File: config.mk
export PLATFORM = sky130hd
export DESIGN_NAME = program_jog_sequencer_top
export DESIGN_NICKNAME = d
export VERILOG_FILES = /design/src/hdl/pjs_pkg.sv /design/src/hdl/pjs_cfg_regs.sv /design/src/hdl/pjs_step_logic.sv /design/src/hdl/program_jog_sequencer_top.sv
export SDC_FILE = /design/constraint.sdc
export NUM_CORES = 1
export LEC_CHECK = 0
export ABC_AREA = 1
export BUFFER_PORTS_ARGS = -buffer_cell sky130_fd_sc_hd__buf_2
export CAP_MARGIN = 20
export CORE_MARGIN = 2
export CORE_UTILIZATION = 63
export DETAILED_ROUTE_END_ITERATION = 7
export PLACE_DENSITY = 0.87
export REMOVE_ABC_BUFFERS = 1
export SYNTH_ARGS = -nofsm -noshare
export SYNTH_HDL_FRONTEND = slang
export SYNTH_SLANG_ARGS = --single-unit
File: constraint.sdc
create_clock -name clk -period 7.5 [get_ports clk]
set_input_delay 0.75 -clock clk [delete_from_list [all_inputs] [get_ports clk]]
set_output_delay 0.75 -clock clk [all_outputs]
set_load 0.005 [all_outputs]
File: src/hdl/pjs_pkg.sv
`default_nettype none
// ----------------------------------------------------------------------------
// pjs_pkg: shared types and codes for the program-jog sequencer
// Status, drive command, host command, sequence step and pattern codes, plus
// the structs passed between the register file, step logic and top level.
// ----------------------------------------------------------------------------
package pjs_pkg;

  // Field widths
  localparam int unsigned STATUS_W  = 3;
  localparam int unsigned DCMD_W    = 2;
  localparam int unsigned HCMD_W    = 2;
  localparam int unsigned PTR_W     = 3;
  localparam int unsigned PAT_W     = 4;
  localparam int unsigned DIST_W    = 31;
  localparam int unsigned COUNT_W   = 16;
  localparam int unsigned WAIT_W    = 16;
  localparam int unsigned TIME_W    = 32;
  localparam int unsigned POS_W     = 32;
  localparam int unsigned CFG_IDX_W = 2;
  localparam int unsigned CFG_DW    = 31;

  // Jog status codes
  localparam logic [STATUS_W-1:0] ST_INIT  = 3'd0;
  localparam logic [STATUS_W-1:0] ST_RUN   = 3'd1;
  localparam logic [STATUS_W-1:0] ST_END   = 3'd2;
  localparam logic [STATUS_W-1:0] ST_ABORT = 3'd3;
  localparam logic [STATUS_W-1:0] ST_ERROR = 3'd4;

  // Host command codes
  localparam logic [HCMD_W-1:0] HC_NONE  = 2'd0;
  localparam logic [HCMD_W-1:0] HC_INIT  = 2'd1;
  localparam logic [HCMD_W-1:0] HC_START = 2'd2;
  localparam logic [HCMD_W-1:0] HC_ABORT = 2'd3;

  // Drive command codes
  localparam logic [DCMD_W-1:0] DC_INIT  = 2'd0;
  localparam logic [DCMD_W-1:0] DC_START = 2'd1;
  localparam logic [DCMD_W-1:0] DC_ABORT = 2'd2;

  // Sequence step codes
  localparam logic [PTR_W-1:0] SP_IDLE       = 3'd0;
  localparam logic [PTR_W-1:0] SP_WAIT_FIRST = 3'd1;
  localparam logic [PTR_W-1:0] SP_MOVING     = 3'd2;
  localparam logic [PTR_W-1:0] SP_COUNT      = 3'd3;
  localparam logic [PTR_W-1:0] SP_WAIT_NEXT  = 3'd4;
  localparam logic [PTR_W-1:0] SP_FINISH     = 3'd5;
  localparam logic [PTR_W-1:0] SP_ABORT      = 3'd6;
  localparam logic [PTR_W-1:0] SP_ERROR      = 3'd7;

  // Direction pattern codes; anything from PAT_SINGLE up is a single move
  localparam logic [PAT_W-1:0] PAT_FWD      = 4'd0;
  localparam logic [PAT_W-1:0] PAT_REV      = 4'd1;
  localparam logic [PAT_W-1:0] PAT_HALF_FWD = 4'd2;
  localparam logic [PAT_W-1:0] PAT_HALF_REV = 4'd3;
  localparam logic [PAT_W-1:0] PAT_ALT_FWD  = 4'd4;
  localparam logic [PAT_W-1:0] PAT_ALT_REV  = 4'd5;
  localparam logic [PAT_W-1:0] PAT_SINGLE   = 4'd6;

  // Configuration register indexes
  localparam logic [CFG_IDX_W-1:0] CFG_JOG_PATTERN   = 2'd0;
  localparam logic [CFG_IDX_W-1:0] CFG_MOVE_DISTANCE = 2'd1;
  localparam logic [CFG_IDX_W-1:0] CFG_MOVE_TIMES    = 2'd2;
  localparam logic [CFG_IDX_W-1:0] CFG_WAIT_MS       = 2'd3;

  typedef struct packed {
    logic [PAT_W-1:0]   jog_pattern;
    logic [DIST_W-1:0]  move_distance;
    logic [COUNT_W-1:0] move_times;
    logic [WAIT_W-1:0]  wait_ms;
  } cfg_t;

  typedef struct packed {
    logic               jog_mode_active;
    logic [HCMD_W-1:0]  host_command;
    logic               alarm_active;
    logic               safety_block;
    logic               main_power_on;
    logic               overtravel;
    logic               base_enabled;
    logic               move_done;
    logic [TIME_W-1:0]  now_ms;
  } scan_t;

  typedef struct packed {
    logic [PTR_W-1:0]    step_pointer;
    logic [STATUS_W-1:0] status;
    logic [DCMD_W-1:0]   command;
    logic [COUNT_W-1:0]  move_counter;
    logic [TIME_W-1:0]   wait_start_ms;
    logic [POS_W-1:0]    target;
  } seq_state_t;

  typedef struct packed {
    logic [STATUS_W-1:0] jog_status;
    logic [DCMD_W-1:0]   drive_command;
    logic [POS_W-1:0]    position_target;
    logic                motion_reset;
  } result_t;

endpackage
`default_nettype wire

File: src/hdl/pjs_cfg_regs.sv
`default_nettype none
// ----------------------------------------------------------------------------
// pjs_cfg_regs: configuration register file
// Decodes the write port into the four jog settings and holds them.
// ----------------------------------------------------------------------------
module pjs_cfg_regs (
  input  wire logic                          clk,
  input  wire logic                          rst,
  input  wire logic                          cfg_write,
  input  wire logic [pjs_pkg::CFG_IDX_W-1:0] cfg_index,
  input  wire logic [pjs_pkg::CFG_DW-1:0]    cfg_data,
  output pjs_pkg::cfg_t                      cfg
);
  import pjs_pkg::*;

  // Register write decode
  always_ff @(posedge clk) begin
    if (rst) begin
      cfg <= '0;
    end else if (cfg_write) begin
      unique case (cfg_index)
        CFG_JOG_PATTERN:   cfg.jog_pattern   <= cfg_data[PAT_W-1:0];
        CFG_MOVE_DISTANCE: cfg.move_distance <= cfg_data[DIST_W-1:0];
        CFG_MOVE_TIMES:    cfg.move_times    <= cfg_data[COUNT_W-1:0];
        CFG_WAIT_MS:       cfg.wait_ms       <= cfg_data[WAIT_W-1:0];
        default: ;
      endcase
    end
  end

endmodule
`default_nettype wire

File: src/hdl/pjs_step_logic.sv
`default_nettype none
// ----------------------------------------------------------------------------
// pjs_step_logic: one control scan of the jog sequence
// Fault/abort/init overrides, then one step of the eight-step sequence.
// Pure combinational; the caller registers state and result.
// ----------------------------------------------------------------------------
module pjs_step_logic (
  input  wire pjs_pkg::cfg_t       cfg,
  input  wire pjs_pkg::scan_t      scan,
  input  wire pjs_pkg::seq_state_t cur,
  output pjs_pkg::seq_state_t      nxt,
  output pjs_pkg::result_t         res
);
  import pjs_pkg::*;

  logic               running;
  logic               fault;
  logic [TIME_W-1:0]  elapsed;
  logic               wait_done;
  logic [COUNT_W-1:0] count_inc;
  logic               first_half;
  logic               odd_move;
  logic [POS_W-1:0]   stride;
  logic               mreset;
  logic [PTR_W-1:0]   ptr;

  // Shared terms
  assign running    = (cur.status == ST_RUN);
  assign fault      = scan.alarm_active | scan.safety_block | ~scan.main_power_on |
                      (running & scan.overtravel);
  assign elapsed    = scan.now_ms - cur.wait_start_ms;
  assign wait_done  = (elapsed >= {{(TIME_W-WAIT_W){1'b0}}, cfg.wait_ms});
  assign count_inc  = cur.move_counter + {{(COUNT_W-1){1'b0}}, 1'b1};
  assign first_half = (cur.move_counter < {1'b0, cfg.move_times[COUNT_W-1:1]});
  assign odd_move   = cur.move_counter[0];
  assign stride     = {{(POS_W-DIST_W){1'b0}}, cfg.move_distance};

  // Overrides, then sequence step
  always_comb begin
    nxt    = cur;
    mreset = 1'b0;
    ptr    = cur.step_pointer;
    if (scan.jog_mode_active) begin
      if (fault) begin
        ptr = SP_ERROR;
      end else if (scan.host_command == HC_ABORT) begin
        ptr = SP_ABORT;
      end else if (running && !scan.base_enabled) begin
        ptr = SP_ABORT;
      end
      // Init wins over any fault or abort found in the same scan
      if (scan.host_command == HC_INIT) begin
        ptr         = SP_IDLE;
        nxt.command = DC_INIT;
        nxt.status  = ST_INIT;
      end
      nxt.step_pointer = ptr;

      unique case (ptr)
        SP_IDLE: begin
          if (scan.host_command == HC_START && scan.base_enabled) begin
            nxt.move_counter  = '0;
            nxt.wait_start_ms = scan.now_ms;
            nxt.status        = ST_RUN;
            // Split patterns cannot run endless
            if (cfg.move_times == '0 &&
                (cfg.jog_pattern == PAT_HALF_FWD || cfg.jog_pattern == PAT_HALF_REV)) begin
              nxt.step_pointer = SP_ERROR;
            end else begin
              nxt.step_pointer = SP_WAIT_FIRST;
            end
          end
        end
        SP_WAIT_FIRST: begin
          if (wait_done) begin
            mreset           = 1'b1;
            nxt.command      = DC_START;
            nxt.target       = cfg.jog_pattern[0] ? (POS_W'(0) - stride) : stride;
            nxt.step_pointer = SP_MOVING;
          end
        end
        SP_MOVING: begin
          if (scan.move_done) begin
            nxt.step_pointer = SP_COUNT;
          end
        end
        SP_COUNT: begin
          nxt.move_counter = count_inc;
          if (count_inc >= cfg.move_times && cfg.move_times != '0) begin
            nxt.step_pointer = SP_FINISH;
          end else begin
            nxt.wait_start_ms = scan.now_ms;
            nxt.step_pointer  = SP_WAIT_NEXT;
          end
        end
        SP_WAIT_NEXT: begin
          if (wait_done) begin
            // Direction of the next move per pattern
            case (cfg.jog_pattern)
              PAT_FWD:      nxt.target = cur.target + stride;
              PAT_REV:      nxt.target = cur.target - stride;
              PAT_HALF_FWD: nxt.target = first_half ? cur.target + stride : cur.target - stride;
              PAT_HALF_REV: nxt.target = first_half ? cur.target - stride : cur.target + stride;
              PAT_ALT_FWD:  nxt.target = odd_move ? cur.target - stride : cur.target + stride;
              PAT_ALT_REV:  nxt.target = odd_move ? cur.target + stride : cur.target - stride;
              default:      nxt.target = cur.target;
            endcase
            nxt.step_pointer = (cfg.jog_pattern < PAT_SINGLE) ? SP_MOVING : SP_FINISH;
          end
        end
        SP_FINISH: begin
          nxt.status       = ST_END;
          nxt.command      = DC_INIT;
          nxt.step_pointer = SP_IDLE;
        end
        SP_ABORT: begin
          mreset           = 1'b1;
          nxt.target       = '0;
          nxt.command      = DC_ABORT;
          nxt.status       = ST_ABORT;
          nxt.step_pointer = SP_IDLE;
        end
        default: begin
          mreset           = 1'b1;
          nxt.target       = '0;
          nxt.command      = DC_ABORT;
          nxt.status       = ST_ERROR;
          nxt.step_pointer = SP_IDLE;
        end
      endcase
    end
  end

  // Result of this scan
  assign res.jog_status      = nxt.status;
  assign res.drive_command   = nxt.command;
  assign res.position_target = nxt.target;
  assign res.motion_reset    = mreset;

endmodule
`default_nettype wire

File: src/hdl/program_jog_sequencer_top.sv
`default_nettype none
// ----------------------------------------------------------------------------
// program_jog_sequencer_top: servo program-jog sequencer
// One control scan in, one status/command/target result out.
//
//   Channel   Handshake              Payload
//   --------  ---------------------  ------------------------------------
//   cfg       cfg_write              cfg_index, cfg_data
//   in        in_valid / in_ready    jog_mode_active .. now_ms
//   out       out_valid / out_ready  jog_status, drive_command,
//                                    position_target, motion_reset
//
// A scan lands in the input register, is evaluated by the step logic and its
// result is loaded into the output register together with the sequence state
// once the output slot frees or drains; one scan per cycle sustained while
// out_ready is high. While a result waits on out_ready the input register
// takes at most one more scan, then in_ready drops until the output drains.
// rst is synchronous and clears the sequence state and both valid flags.
// ----------------------------------------------------------------------------
module program_jog_sequencer_top (
  input  wire logic                               clk,
  input  wire logic                               rst,
  // Configuration write port
  input  wire logic                               cfg_write,
  input  wire logic [pjs_pkg::CFG_IDX_W-1:0]      cfg_index,
  input  wire logic [pjs_pkg::CFG_DW-1:0]         cfg_data,
  // Scan input
  input  wire logic                               in_valid,
  output logic                                    in_ready,
  input  wire logic                               jog_mode_active,
  input  wire logic [pjs_pkg::HCMD_W-1:0]         host_command,
  input  wire logic                               alarm_active,
  input  wire logic                               safety_block,
  input  wire logic                               main_power_on,
  input  wire logic                               overtravel,
  input  wire logic                               base_enabled,
  input  wire logic                               move_done,
  input  wire logic [pjs_pkg::TIME_W-1:0]         now_ms,
  // Result output
  output logic                                    out_valid,
  input  wire logic                               out_ready,
  output logic [pjs_pkg::STATUS_W-1:0]            jog_status,
  output logic [pjs_pkg::DCMD_W-1:0]              drive_command,
  output logic signed [pjs_pkg::POS_W-1:0]        position_target,
  output logic                                    motion_reset
);
  import pjs_pkg::*;

  cfg_t       cfg;
  scan_t      scan_q;
  logic       scan_valid;
  seq_state_t state;
  seq_state_t state_next;
  result_t    res_next;
  result_t    res_q;
  logic       advance;

  pjs_cfg_regs u_cfg (
    .clk       (clk),
    .rst       (rst),
    .cfg_write (cfg_write),
    .cfg_index (cfg_index),
    .cfg_data  (cfg_data),
    .cfg       (cfg)
  );

  pjs_step_logic u_step (
    .cfg  (cfg),
    .scan (scan_q),
    .cur  (state),
    .nxt  (state_next),
    .res  (res_next)
  );

  // Flow control: a held scan moves on when the output slot is free or draining
  assign advance  = scan_valid && (!out_valid || out_ready);
  assign in_ready = !scan_valid || advance;

  // Input register
  always_ff @(posedge clk) begin
    if (rst) begin
      scan_valid <= 1'b0;
    end else if (in_ready) begin
      scan_valid <= in_valid;
    end
  end

  always_ff @(posedge clk) begin
    if (in_valid && in_ready) begin
      scan_q.jog_mode_active <= jog_mode_active;
      scan_q.host_command    <= host_command;
      scan_q.alarm_active    <= alarm_active;
      scan_q.safety_block    <= safety_block;
      scan_q.main_power_on   <= main_power_on;
      scan_q.overtravel      <= overtravel;
      scan_q.base_enabled    <= base_enabled;
      scan_q.move_done       <= move_done;
      scan_q.now_ms          <= now_ms;
    end
  end

  // Sequence state, updated once per evaluated scan
  always_ff @(posedge clk) begin
    if (rst) begin
      state <= '0;
    end else if (advance) begin
      state <= state_next;
    end
  end

  // Output register
  always_ff @(posedge clk) begin
    if (rst) begin
      out_valid <= 1'b0;
    end else if (advance) begin
      out_valid <= 1'b1;
    end else if (out_ready) begin
      out_valid <= 1'b0;
    end
  end

  always_ff @(posedge clk) begin
    if (advance) begin
      res_q <= res_next;
    end
  end

  assign jog_status      = res_q.jog_status;
  assign drive_command   = res_q.drive_command;
  assign position_target = $signed(res_q.position_target);
  assign motion_reset    = res_q.motion_reset;

  // Checks
  a_reset_has_command: assert property (@(posedge clk) disable iff (rst)
    out_valid && motion_reset |-> drive_command != DC_INIT)
    else $error("motion reset without start or abort command");

  a_abort_clears_target: assert property (@(posedge clk) disable iff (rst)
    out_valid && motion_reset && drive_command == DC_ABORT |-> position_target == '0)
    else $error("abort left a nonzero target");

  a_mode_off_holds: assert property (@(posedge clk) disable iff (rst)
    advance && !scan_q.jog_mode_active |=> $stable(state))
    else $error("sequence state moved with jog mode off");

  a_empty_out_takes_scan: assert property (@(posedge clk) disable iff (rst)
    !out_valid |-> in_ready)
    else $error("input stalled while output register empty");

  a_result_tracks_state: assert property (@(posedge clk) disable iff (rst)
    $past(advance) |-> jog_status == state.status && drive_command == state.command)
    else $error("result disagrees with sequence state");

endmodule
`default_nettype wire
Word level (Yosys, flattened, before mapping)

Cells that the tools add are included.

Bits in registers: 236
Input port bits: 79
Output and inout port bits: 40

$add $sub $neg: 5
$lt $le $gt $ge: 4
Equal/unequal tests: 20
Mux-type cells: 34
Bitwise gates (word level): 5
Reduce and logical (&&, ||, !) cells: 30

Operators by type and width:

| cell                                                                  | count |
|---|---|
| 32-bit 2-to-1 mux                                                     | 8 |
| 32-bit case mux with 6 select lines                                   | 1 |
| 32-bit case mux with 3 select lines                                   | 1 |
| 48-bit case mux with 2 select lines                                   | 1 |
| 85-bit 2-to-1 mux                                                     | 1 |
| 48-bit 2-to-1 mux                                                     | 1 |
| 32-bit by 31-bit adder with 32-bit output                             | 1 |
| 32-bit by 16-bit greater-or-equal comparator with 1-bit output        | 1 |
| 1-bit by 31-bit subtractor with 32-bit output, first input constant   | 1 |
| 32-bit by 31-bit subtractor with 32-bit output                        | 1 |
| 32-bit subtractor                                                     | 1 |
| 3-bit 2-to-1 mux                                                      | 10 |
| 16-bit by 1-bit adder with 16-bit output, second input constant       | 1 |
| 16-bit greater-or-equal comparator                                    | 1 |
| 16-bit zero test                                                      | 1 |
| 16-bit by 15-bit less-than comparator with 1-bit output               | 1 |
| 16-bit nonzero test                                                   | 1 |
| 3-bit case mux with 5 select lines                                    | 1 |
| 3-bit case mux with 4 select lines                                    | 1 |
| 4-bit OR reduction                                                    | 3 |
| 2-bit AND reduction                                                   | 5 |
| 3-bit equality test, second input constant                            | 3 |
| 2-bit equality test, second input constant                            | 4 |
| 4-bit by 2-bit equality test with 1-bit output, second input constant | 2 |
| 27 further kinds                                                      | 46 |

Longest topological paths before layout

Gate-level depths: netlist of run 1.

Depth in word-level cells: 11
Depth in mapped cells: 32
Mapped depth without buffers: 30

Cells and area by module

Synthesis of run 1 repeated with hierarchy kept, for this count alone.

Cell total of the unflattened synthesis: 3626
Area, all modules: 21643.3 um^2

Modules (own cells, without submodules):

| module                    | times used | cells an instance | area an instance (um^2) | sequential area each (um^2) |
|---|---|---|---|---|
| pjs_step_logic            | 1          | 2529              | 12524.5                 | 0.0 |
| program_jog_sequencer_top | 1          | 668               | 6364.9                  | 4174.0 |
| pjs_cfg_regs              | 1          | 429               | 2753.9                  | 1341.3 |

Worst setup path before layout of run 1

OpenSTA, ideal clock, no wires.

Path kind: register to register
From: reg scan_q[0] (netlist name)
To: reg res_q (netlist bit position_target[0]), data pin
Library setup time: 0.260 ns
Data arrival time: 3.052 ns
Required time: 7.240 ns
Slack: 4.187 ns
Cell stages (with the launch flop): 29
Clock period less this slack: 3.313 ns
Cell sequence: edfxtp_1 inv_1 ha_1 fa_1 inv_1 nand3_1 nand3_1 nand2_1 nand2_2 nand2_1 nand2_1 xor2_1 ha_1 a21oi_1 nor3_1 a211oi_1 nand2_1 nor2_1 nand3_1 nor2_1 nand2_2 buf_6 buf_2 nand4_1 nand2_1 inv_1 nand2_1 nand2_1 o21ai_0

RTL lines:

| item                 | RTL line                         | text |
|---|---|---|
| start, declared      | program_jog_sequencer_top.sv:50  | `scan_t scan_q;` |
| end signal, assigned | program_jog_sequencer_top.sv:124 | `res_q <= res_next;` |
| end, declared        | program_jog_sequencer_top.sv:55  | `result_t res_q;` |

Worst setup path after layout of run 1

From: reg scan_q[6] (netlist name)
To: reg state[11] (netlist name)

Cells in the longest elaborated chain, start to end: 5

RTL lines:

| item                                                               | RTL line                                   | text |
|---|---|---|
| 32-bit subtractor (*)                                              | pjs_step_logic.sv:31                       | `assign elapsed = scan.now_ms - cur.wait_start_ms;` |
| 32-bit by 16-bit greater-or-equal comparator with 1-bit output (*) | pjs_step_logic.sv:32                       | `assign wait_done = (elapsed >= {{(TIME_W-WAIT_W){1'b0}}, cfg.wait_ms});` |
| 32-bit 2-to-1 mux, on equally long branches                        | pjs_step_logic.sv:97, pjs_step_logic.sv:75 |  |
| 32-bit case mux with 3 select lines (*)                            | pjs_step_logic.sv:59                       | `unique case (ptr)` |
| 85-bit 2-to-1 mux (*)                                              | pjs_step_logic.sv:43                       | `if (scan.jog_mode_active) begin` |
| end signal, assigned                                               | program_jog_sequencer_top.sv:107           | `state <= state_next;` |
| end, declared                                                      | program_jog_sequencer_top.sv:52            | `seq_state_t state;` |

Every way passes the cells marked *; elsewhere a longest branch is shown, timed or not.
A chain may end at the register's enable or synchronous reset.

==> results of run 1 <==
stage by stage:
step	cell area (µm²)	setup slack, ps	instances	utilization, %	hold slack [ps]
after global placement	19000	3350	3188	66.4	452
after CTS	19800	3020	3236	69.4	347
after detailed placement	19000	3100	3188	66.4	457
final	19800	2860	3237	69.5	358
after global routing	19800	2510	3237	69.5	348
after floorplan	17800	2320	2673	-	430
metal layers:
metal	wire length [µm]	share of wire [%]
met2	28100	47
met4	3230	5.3
met5	0	0
met1	23600	39
met3	5410	9.0
placed cells by master (no fill, tap or decap), types with 39 or more instances in the layout:
cell type / instances
a21oi_1: 285
buf_2: 118
dfxtp_1: 157
edfxtp_1: 79
ha_1: 141
inv_1: 363
nand2_1: 766
nand3_1: 148
nand4_1: 39
nor2_1: 230
nor3_1: 43
o21ai_0: 183
xor2_1: 67
final timing paths:
kind,from,endpoint,slack [ps],depth (start not counted)
hold / removal,alarm_active,scan_q[37],360,1
hold reg to reg,state[35],state[35],470,2
setup reg to reg,scan_q[6],state[11],2860,28
setup / recovery,scan_q[6],state[11],2860,28
registers in the layout, summed over array words and instances, names as in the netlist:
register         cells
state               88
motion_reset         1
out_valid            1
position_target     32
scan_valid           1
scan_q              41
u_cfg.cfg           67
jog_status           3
drive_command        2
critical path, delay by kind of cell (launching register included):
kind	cells	cell delay, ps
AND/OR/NAND/NOR	19	2180
adder cells (fa/ha/maj)	2	680
AO/OA/AOI/OAI	3	630
flip-flops	1	400
buffers and inverters	3	400
XOR/XNOR	1	220
kinds of logic (layout without fill, tap and decap cells):
logic type / Yosys count / in the layout
XOR/XNOR: 73 / 73
flip-flops: 236 / 236
AND/OR/NAND/NOR: 1290 / 1290
AO/OA/AOI/OAI: 557 / 557
adder cells (fa/ha/maj): 144 / 144
buffers and inverters: 465 / 553
cell type report:
class | count | area, µm²
Multi-Input combinational cell | 2064 | 10900
Sequential cell | 236 | 5520
Clock buffer | 37 | 733
Timing Repair Buffer | 132 | 708
Fill cell | 2437 | 8700
Tap cell | 384 | 480
Clock inverter | 11 | 139
Inverter | 373 | 1400
power groups by stage:
stage / registers, mW / logic, mW / clock network [mW]
CTS: 1.39 / 0.664 / 1.33
detailed placement: 1.42 / 0.656 / 0
floorplan: 1.42 / 0.434 / 0
global route: 1.40 / 0.749 / 1.37
finish: 1.40 / 0.687 / 1.33
global placement: 1.42 / 0.638 / 0
==> qor.txt, run 1 <==
period utilisation layout: 61.9%
VDD IR max: 0.000216 V
Synth Flop Type: dfxtp_1
Synth Area in XOR/XNOR: 3.52%
Area contributors post-synth: dfxtp_1 (17%), nand2_1 (16%), edfxtp_1 (13%)
die height: 174 µm
clock-pin slew on the worst setup and hold paths: 60 ps
post-synth cell types: 46
largest family of logic cells by synthesized area: simple AND/OR/NAND/NOR gates
Comb power frac: 20.1%
Port-buffer cells: 118
Routed WL: 60.4 mm
RSZ-0062 raised after global routing: false
simple-gate area share of the yosys netlist: 29.6%
clock sinks: 236
Clock Latency Late Sink: 570 ps
critical path class: reg -> reg
die area: 30,200 µm²
post-synthesis compound-gate area fraction: 16.6%
CTS tree: built
Hold Vio Cnt, Final: 0
Yosys reg bits: 236
area growth from synthesis to layout: 9.27%
synth cell count leaders: nand2_1 (767), inv_1 (364), a21oi_1 (285), nor2_1 (230), o21ai_0 (183)
Flop pwr share: 41.0%
sequential share of the synthesized area: 30.4%
CP Capture Type: flop
Critical Path Start Type: flop
DRT iter0 DRCs: 2,307
Synth warnings: 0
Bufs on Longest Clock Path: 3
post-synthesis adder-cell area fraction: 10.0%
Pwr Density: 172 nW/µm²
max-cap violation count: 0
switching pwr: 1.08 mW
TritonCTS Buffers: 26
Nets: 3,056
Post-DP HPWL: 44.7 mm
Max Clock Skew: 17.9 ps
multiplexer share of the synthesized area: 0%
Antenna Nets Post-Route: 0
antenna violations before repair: 0
CP max-delay cell: edfxtp_1
post-synth top area share: 17.3%
Worst path max stage delay: 400 ps
Ports: 119
global-route met1 utilization: 48.4%
Sw Ratio: 31.7%
Core Region: 28,500 µm²
Synth async-reset ratio: 0%
vias in the first global route: 18,700
CTS resizes: 0
most frequent cell after synthesis: nand2_1
Arr. time, crit path: 5120 ps
met3 Use GR: 5.53%
gr ovfl total: 0
Fmax: 215 MHz
first-pass GRT wire length: 94.4 mm
HP Class: in -> reg
Mapped Cells: 2,765
vias: 19,400
setup TNS: 0 ps
H-tree depth: 1
Clock power frac: 38.9%
worst rel slew slack: 32.8%
largest net degree at the start of global routing: 76
worst path required time: 7980 ps
Cell Int Power: 2.33 mW
Cell Rows: 62
Final Power: 3.41 mW
share of layout cells above drive strength 1: 7.85%
area leader, netlist: dfxtp_1
DRT Pass-1 Iters: 6
number of synthesized flops with an enable pin: 79
GP Congestion: 1.03
initial core utilization: 63.6%
hold buffers post-CTS: 0
diode count: 0
clock root buffer: clkbuf_16
grt met2 use: 65.8%
status: complete, no violations
routed len/inst: 18.7 µm
Slew Viols, Final: 0
DRC violations left: 0
Final setup violation count: 0
cell mode on critical path: nand2_1
global route hottest layer: met2
Least-Margin Pin Slew: 1010 ps
Synth Cell Area: 18,200 µm²
GRT Resource Usage Total: 38.8%
Die X: 174 µm
post-CTS setup buffer count: 0
crit path max fanout: 38
mean post-synth cell area: 6.57 µm²
final worst path period need: 4640 ps
Avg Vias per Cell: 6.00
Leak: 9.63 nW
Note: power is estimated with default switching activity, not from simulation.
==> run 2, diff against run 1 <==
Settings changed: CORE_UTILIZATION 63 to 56, PLACE_DENSITY 0.87 to 0.83.
Clock period 7.5 ns to 4.1 ns, I/O delays scaled along.
==> qor.txt, run 2 (synthesized netlist as in run 1, its figures left out) <==
worst rel slew slack: 26.8% (was 32.8%)
Port-buffer cells: 118 (unchanged)
critical path class: reg -> reg (unchanged)
Post-DP HPWL: 43.5 mm (was 44.7 mm)
GRT Resource Usage Total: 34.2% (was 38.8%)
CTS tree: built (unchanged)
Final setup violation count: 0 (unchanged)
Bufs on Longest Clock Path: 3 (unchanged)
Slew Viols, Final: 0 (unchanged)
HP Class: in -> reg (unchanged)
share of layout cells above drive strength 1: 8.84% (was 7.85%)
period utilisation layout: 93.2% (was 61.9%)
die area: 33,900 µm² (was 30,200 µm²)
gr ovfl total: 0 (unchanged)
crit path max fanout: 18 (was 38)
biggest regs: state: 88 flops, u_cfg.cfg: 67 flops, scan_q: 41 flops (unchanged)
Routed WL: 58.6 mm (was 60.4 mm)
max-cap violation count: 0 (unchanged)
DRC violations left: 0 (unchanged)
vias: 19,200 (was 19,400)
area growth from synthesis to layout: 12.6% (was 9.27%)
Antenna Nets Post-Route: 0 (unchanged)
Least-Margin Pin Slew: 1100 ps (was 1010 ps)
final hold slack: 32.8 ps (was 358 ps)
most flop-heavy register: state (unchanged)
Cell Rows: 65 (was 62)
Largest register FFs: 88 (unchanged)
CP Capture Type: flop (unchanged)
clock-pin slew on the worst setup and hold paths: 70 ps (was 60 ps)
commonest non-fill, non-tap cells in the layout: nand2_1 (763), inv_1 (362), a21oi_1 (282) (was nand2_1 (766), inv_1 (363), a21oi_1 (285))
final worst path period need: 3820 ps (was 4640 ps)
largest net degree at the start of global routing: 85 (was 76)
die height: 184 µm (was 174 µm)
Pwr Density: 302 nW/µm² (was 172 nW/µm²)
routed len/inst: 17.7 µm (was 18.7 µm)
Util after Layout: 64.5% (was 69.5%)
Ports: 119 (unchanged)
vias in the first global route: 17,800 (was 18,700)
H-tree depth: 1 (unchanged)
GP Congestion: 0.988 (was 1.03)
first-pass GRT wire length: 92.3 mm (was 94.4 mm)
initial core utilization: 57.3% (was 63.6%)
clock root buffer: clkbuf_16 (unchanged)
Arr. time, crit path: 4310 ps (was 5120 ps)
VDD IR max: 0.000385 V (was 0.000216 V)
antenna violations before repair: 1 (was 0)
worst path required time: 4590 ps (was 7980 ps)
Avg Vias per Cell: 5.79 (was 6.00)
Fmax: 262 MHz (was 215 MHz)
Clock Latency Late Sink: 580 ps (was 570 ps)
Leak: 9.85 nW (was 9.63 nW)
Core Region: 31,700 µm² (was 28,500 µm²)
Max Clock Skew: 14.1 ps (was 17.9 ps)
DRT iter0 DRCs: 1,875 (was 2,307)
DRT Pass-1 Iters: 7 (was 6)
Die X: 184 µm (was 174 µm)
most common cell after layout, fill and taps aside: nand2_1 (unchanged)
status: complete, no violations (unchanged)
Nets: 3,108 (was 3,056)
Hold Vio Cnt, Final: 0 (unchanged)
clock sinks: 236 (unchanged)
TritonCTS Buffers: 27 (was 26)
Critical Path Start Type: flop (unchanged)
[run 2: cell count changes in the layout (fill, tap and decap cells not counted), moves of 3 or more]
cell / change
ha_1: -9
dlygate4sd3_1: +38
ha_2: +6
clkinv_1: +4
nand2_1: -3
a21oi_2: +3
clkbuf_1: -4
a21oi_1: -3
buf_12: +3
ha_4: +3
buf_4: +8
[run 2: metrics by stage]
step | setup slack (ps) | total power [mW] | instances | instance area [µm²] | setup TNS [ps]
2_1_floorplan | -1080 | 3.39 | 2673 | 17800 | -35180
3_3_place_gp | 207 | 3.79 | 3217 | 19100 | 0
3_5_place_dp | 110 | 3.82 | 3217 | 19100 | 0
4_1_cts | 74.8 | 6.15 | 3305 | 20300 | 0
5_1_grt | -35.2 | 6.43 | 3308 | 20400 | -38.0
6_report | 279 | 6.18 | 3310 | 20500 | 0
[run 2: critical path, cell delays in order (launching register included)]
cell and delay, ps:
edfxtp_1 410, ha_2 410, nand2_2 100, nor2_2 190, nand2_1 100, inv_1 60, nand2_1 50, nand2_1 140
xor2_1 200, ha_1 260, inv_1 80, nor3_1 60, a211oi_1 220, nand2_1 80, nor2_1 80, nand3_1 110
nor2_4 190, nand2_4 110, nand2_2 90, nand2_1 90, nand2_4 110, buf_12 180, nand2_2 50, nand2_1 80
nand3_1 80, a21oi_2 180
[run 2: worst paths after layout]
path | start | endpoint | slack (ps) | cells after the start
worst min-delay path | now_ms[4] | scan_q[4] | 30 | 1
worst max-delay path | scan_q[10] | state[24] | 280 | 25
worst max register to register | scan_q[10] | state[24] | 280 | 25
worst min register to register | u_cfg.cfg[1] | u_cfg.cfg[1] | 470 | 2
[run 2: routing by layer]
metal	GRT usage [%]	part of all wire [%]
met1	45.0	42
met2	58.5	47
met3	4.32	8.2
met4	10.7	3.6
met5	0	0
[run 2: power breakdown]
part | internal, mW | switching (mW)
Combinational | 0.421 | 0.884
Clock | 1.26 | 1.06
Sequential | 2.50 | 0.0523
[run 2: layout make-up]
class / instances / area (µm²)
Antenna cell: 2 / 5.00
Clock buffer: 33 / 718
Clock inverter: 17 / 125
Multi-Input combinational cell: 2064 / 11000
Tap cell: 402 / 503
Fill cell: 2871 / 11300
Inverter: 373 / 1400
Sequential cell: 236 / 5520
Timing Repair Buffer: 183 / 1230
[run 2: repair_timing]
| item | 4_1_cts | 5_1_grt |
|---|---|---|
| gates resized for setup | 0 | 26 |
| setup buffers | 0 | 2 |
| hold buffers | 38 | 0 |
| hold endpoints to repair | 38 | 0 |
| setup endpoints to repair | 0 | 77 |
==> run 3, diff against run 2 <==
Settings changed: GPL_TIMING_DRIVEN set to 0.
==> qor.txt, run 3 (synthesized netlist as in run 1, its figures left out) <==
status: complete, no violations (unchanged)
Post-DP HPWL: 44.2 mm (was 43.5 mm)
worst reg-to-reg path cell count: 11 (was 25)
Slew Viols, Final: 0 (unchanged)
Finished Cell Area: 21,000 µm² (was 20,500 µm²)
largest net degree at the start of global routing: 76 (was 85)
Sw Ratio: 31.7% (was 32.2%)
Core Region: 31,700 µm² (unchanged)
Bufs on Longest Clock Path: 3 (unchanged)
most common cell after layout, fill and taps aside: nand2_1 (unchanged)
Nets: 3,113 (was 3,108)
Area after DPL: 19,100 µm² (about the same)
biggest regs: state: 88 flops, u_cfg.cfg: 67 flops, scan_q: 41 flops (unchanged)
fin cells: 3,313 (was 3,310)
placed insts: 3,201 (was 3,217)
Final setup violation count: 0 (unchanged)
vias: 19,200 (about the same)
area growth from synthesis to layout: 15.4% (was 12.6%)
worst rel slew slack: 27.5% (was 26.8%)
routed len/inst: 18.8 µm (was 17.7 µm)
CP Capture Type: flop (unchanged)
Util after Layout: 66.1% (was 64.5%)
die height: 184 µm (unchanged)
Fmax: 246 MHz (was 262 MHz)
Max Clock Skew: 29.9 ps (was 14.1 ps)
gr ovfl total: 0 (unchanged)
period utilisation layout: 99.2% (was 93.2%)
CTS tree: built (unchanged)
Flop pwr share: 40.0% (was 41.3%)
Avg Vias per Cell: 5.80 (was 5.79)
crit path max fanout: 31 (was 18)
Pwr Density: 305 nW/µm² (was 302 nW/µm²)
Largest register FFs: 88 (unchanged)
GP Congestion: 0.958 (was 0.988)
Cell Int Power: 4.37 mW (was 4.19 mW)
Cell Rows: 65 (unchanged)
Arr. time, crit path: 4380 ps (was 4310 ps)
GRT Resource Usage Total: 35.7% (was 34.2%)
Hold Crit Depth: 1 (unchanged)
DRC violations left: 0 (unchanged)
worst path required time: 4420 ps (was 4590 ps)
Hold Vio Cnt, Final: 0 (unchanged)
Critical Path Start Type: flop (unchanged)
critical path class: reg -> reg (unchanged)
final worst path period need: 4070 ps (was 3820 ps)
Routed WL: 62.2 mm (was 58.6 mm)
Leak: 9.95 nW (was 9.85 nW)
clock-pin slew on the worst setup and hold paths: 70 ps (about the same)
DRT iter0 DRCs: 1,884 (was 1,875)
final hold slack: 28.5 ps (was 32.8 ps)
vias in the first global route: 18,100 (was 17,800)
TritonCTS Buffers: 26 (was 27)
Clock Latency Late Sink: 590 ps (was 580 ps)
Clock power frac: 38.7% (was 37.6%)
H-tree depth: 1 (unchanged)
DRT Pass-1 Iters: 5 (was 7)
share of layout cells above drive strength 1: 10.3% (was 8.84%)
first-pass GRT wire length: 94.7 mm (was 92.3 mm)
clock sinks: 236 (unchanged)
Antenna Nets Post-Route: 0 (unchanged)
HP Class: in -> reg (unchanged)
commonest non-fill, non-tap cells in the layout: nand2_1 (755), inv_1 (360), a21oi_1 (280) (was nand2_1 (763), inv_1 (362), a21oi_1 (282))
switching pwr: 2.03 mW (was 1.99 mW)
Comb power frac: 21.3% (was 21.1%)
die area: 33,900 µm² (unchanged)
Least-Margin Pin Slew: 1080 ps (was 1100 ps)
max-cap violation count: 0 (unchanged)
most flop-heavy register: state (unchanged)
Final Power: 6.39 mW (was 6.18 mW)
clock root buffer: clkbuf_16 (unchanged)
Die X: 184 µm (unchanged)
VDD IR max: 0.000456 V (was 0.000385 V)
antenna violations before repair: 0 (was 1)
Ports: 119 (unchanged)
initial core utilization: 57.3% (unchanged)
Port-buffer cells: 118 (unchanged)
==> run 3: changes by cell type in the layout (fill, tap and decap cells not counted), sizes merged <==
cell         change
bufinv           +4
dlygate4sd3      -1
inv              -2
diode            -1
nand2            +5
clkbuf           -3
clkinv           -1
buf              +2
==> run 3: layout make-up <==
cell class / instances / area (µm²)
Clock buffer: 30 / 666
Multi-Input combinational cell: 2069 / 11300
Antenna cell: 1 / 2.50
Sequential cell: 236 / 5520
Fill cell: 2762 / 10800
Tap cell: 402 / 503
Timing Repair Buffer: 184 / 1300
Clock inverter: 18 / 219
Inverter: 373 / 1410
==> run 3: metal layers <==
layer	part of all wire, %	global-route usage (%)	vias up	wire length [µm]
li1	-	-	9295	-
met5	0	0	-	0
met2	47	60.8	761	29000
met4	5.0	16.5	0	3130
met1	42	45.1	8994	25800
met3	6.8	4.44	171	4250
==> run 3: per-stage QoR <==
stage / TNS, ps / setup slack (ps)
after global placement: -288890 / -4280
after global routing: -711 / -67.4
after CTS: 0 / 0.167
after detailed placement: -90340 / -1010
after floorplan: -35180 / -1080
final: 0 / 34.6
==> run 3: power by group through the flow <==
stage	Sequential [mW]	Clock (mW)	Combinational (mW)
after floorplan	2.60	0	0.794
after global placement	2.62	0	1.16
after detailed placement	2.61	0	1.21
after CTS	2.55	2.47	1.28
after global routing	2.57	2.57	1.49
final	2.56	2.47	1.36
==> run 3: timing repair <==
action                                  in CTS  in global routing
pin swaps                                    4                 24
hold buffers                                37                  0
gates resized for setup                     18                 62
hold endpoints to repair                    37                  0
gates cloned                                 4                  1
endpoints found under the setup margin     118                102
setup buffers                                5                 16
==> run 3: critical path, stage by stage, from the launching register on <==
cell and delay, ps:
dfxtp_1 530, buf_16 270, inv_1 560, nor3_1 140
a311oi_1 370, nand3_2 760, nand2_1 370, a21oi_1 170
o21ai_0 330, nand2_2 120, nand2_1 70, nand2_1 60
==> run 3: final timing paths <==
kind	start	to	slack, ps
setup / recovery	u_cfg.cfg[63]	position_target[21]	30
hold / removal	now_ms[18]	scan_q[18]	30
setup reg to reg	u_cfg.cfg[63]	position_target[21]	30
hold reg to reg	u_cfg.cfg[5]	u_cfg.cfg[5]	470
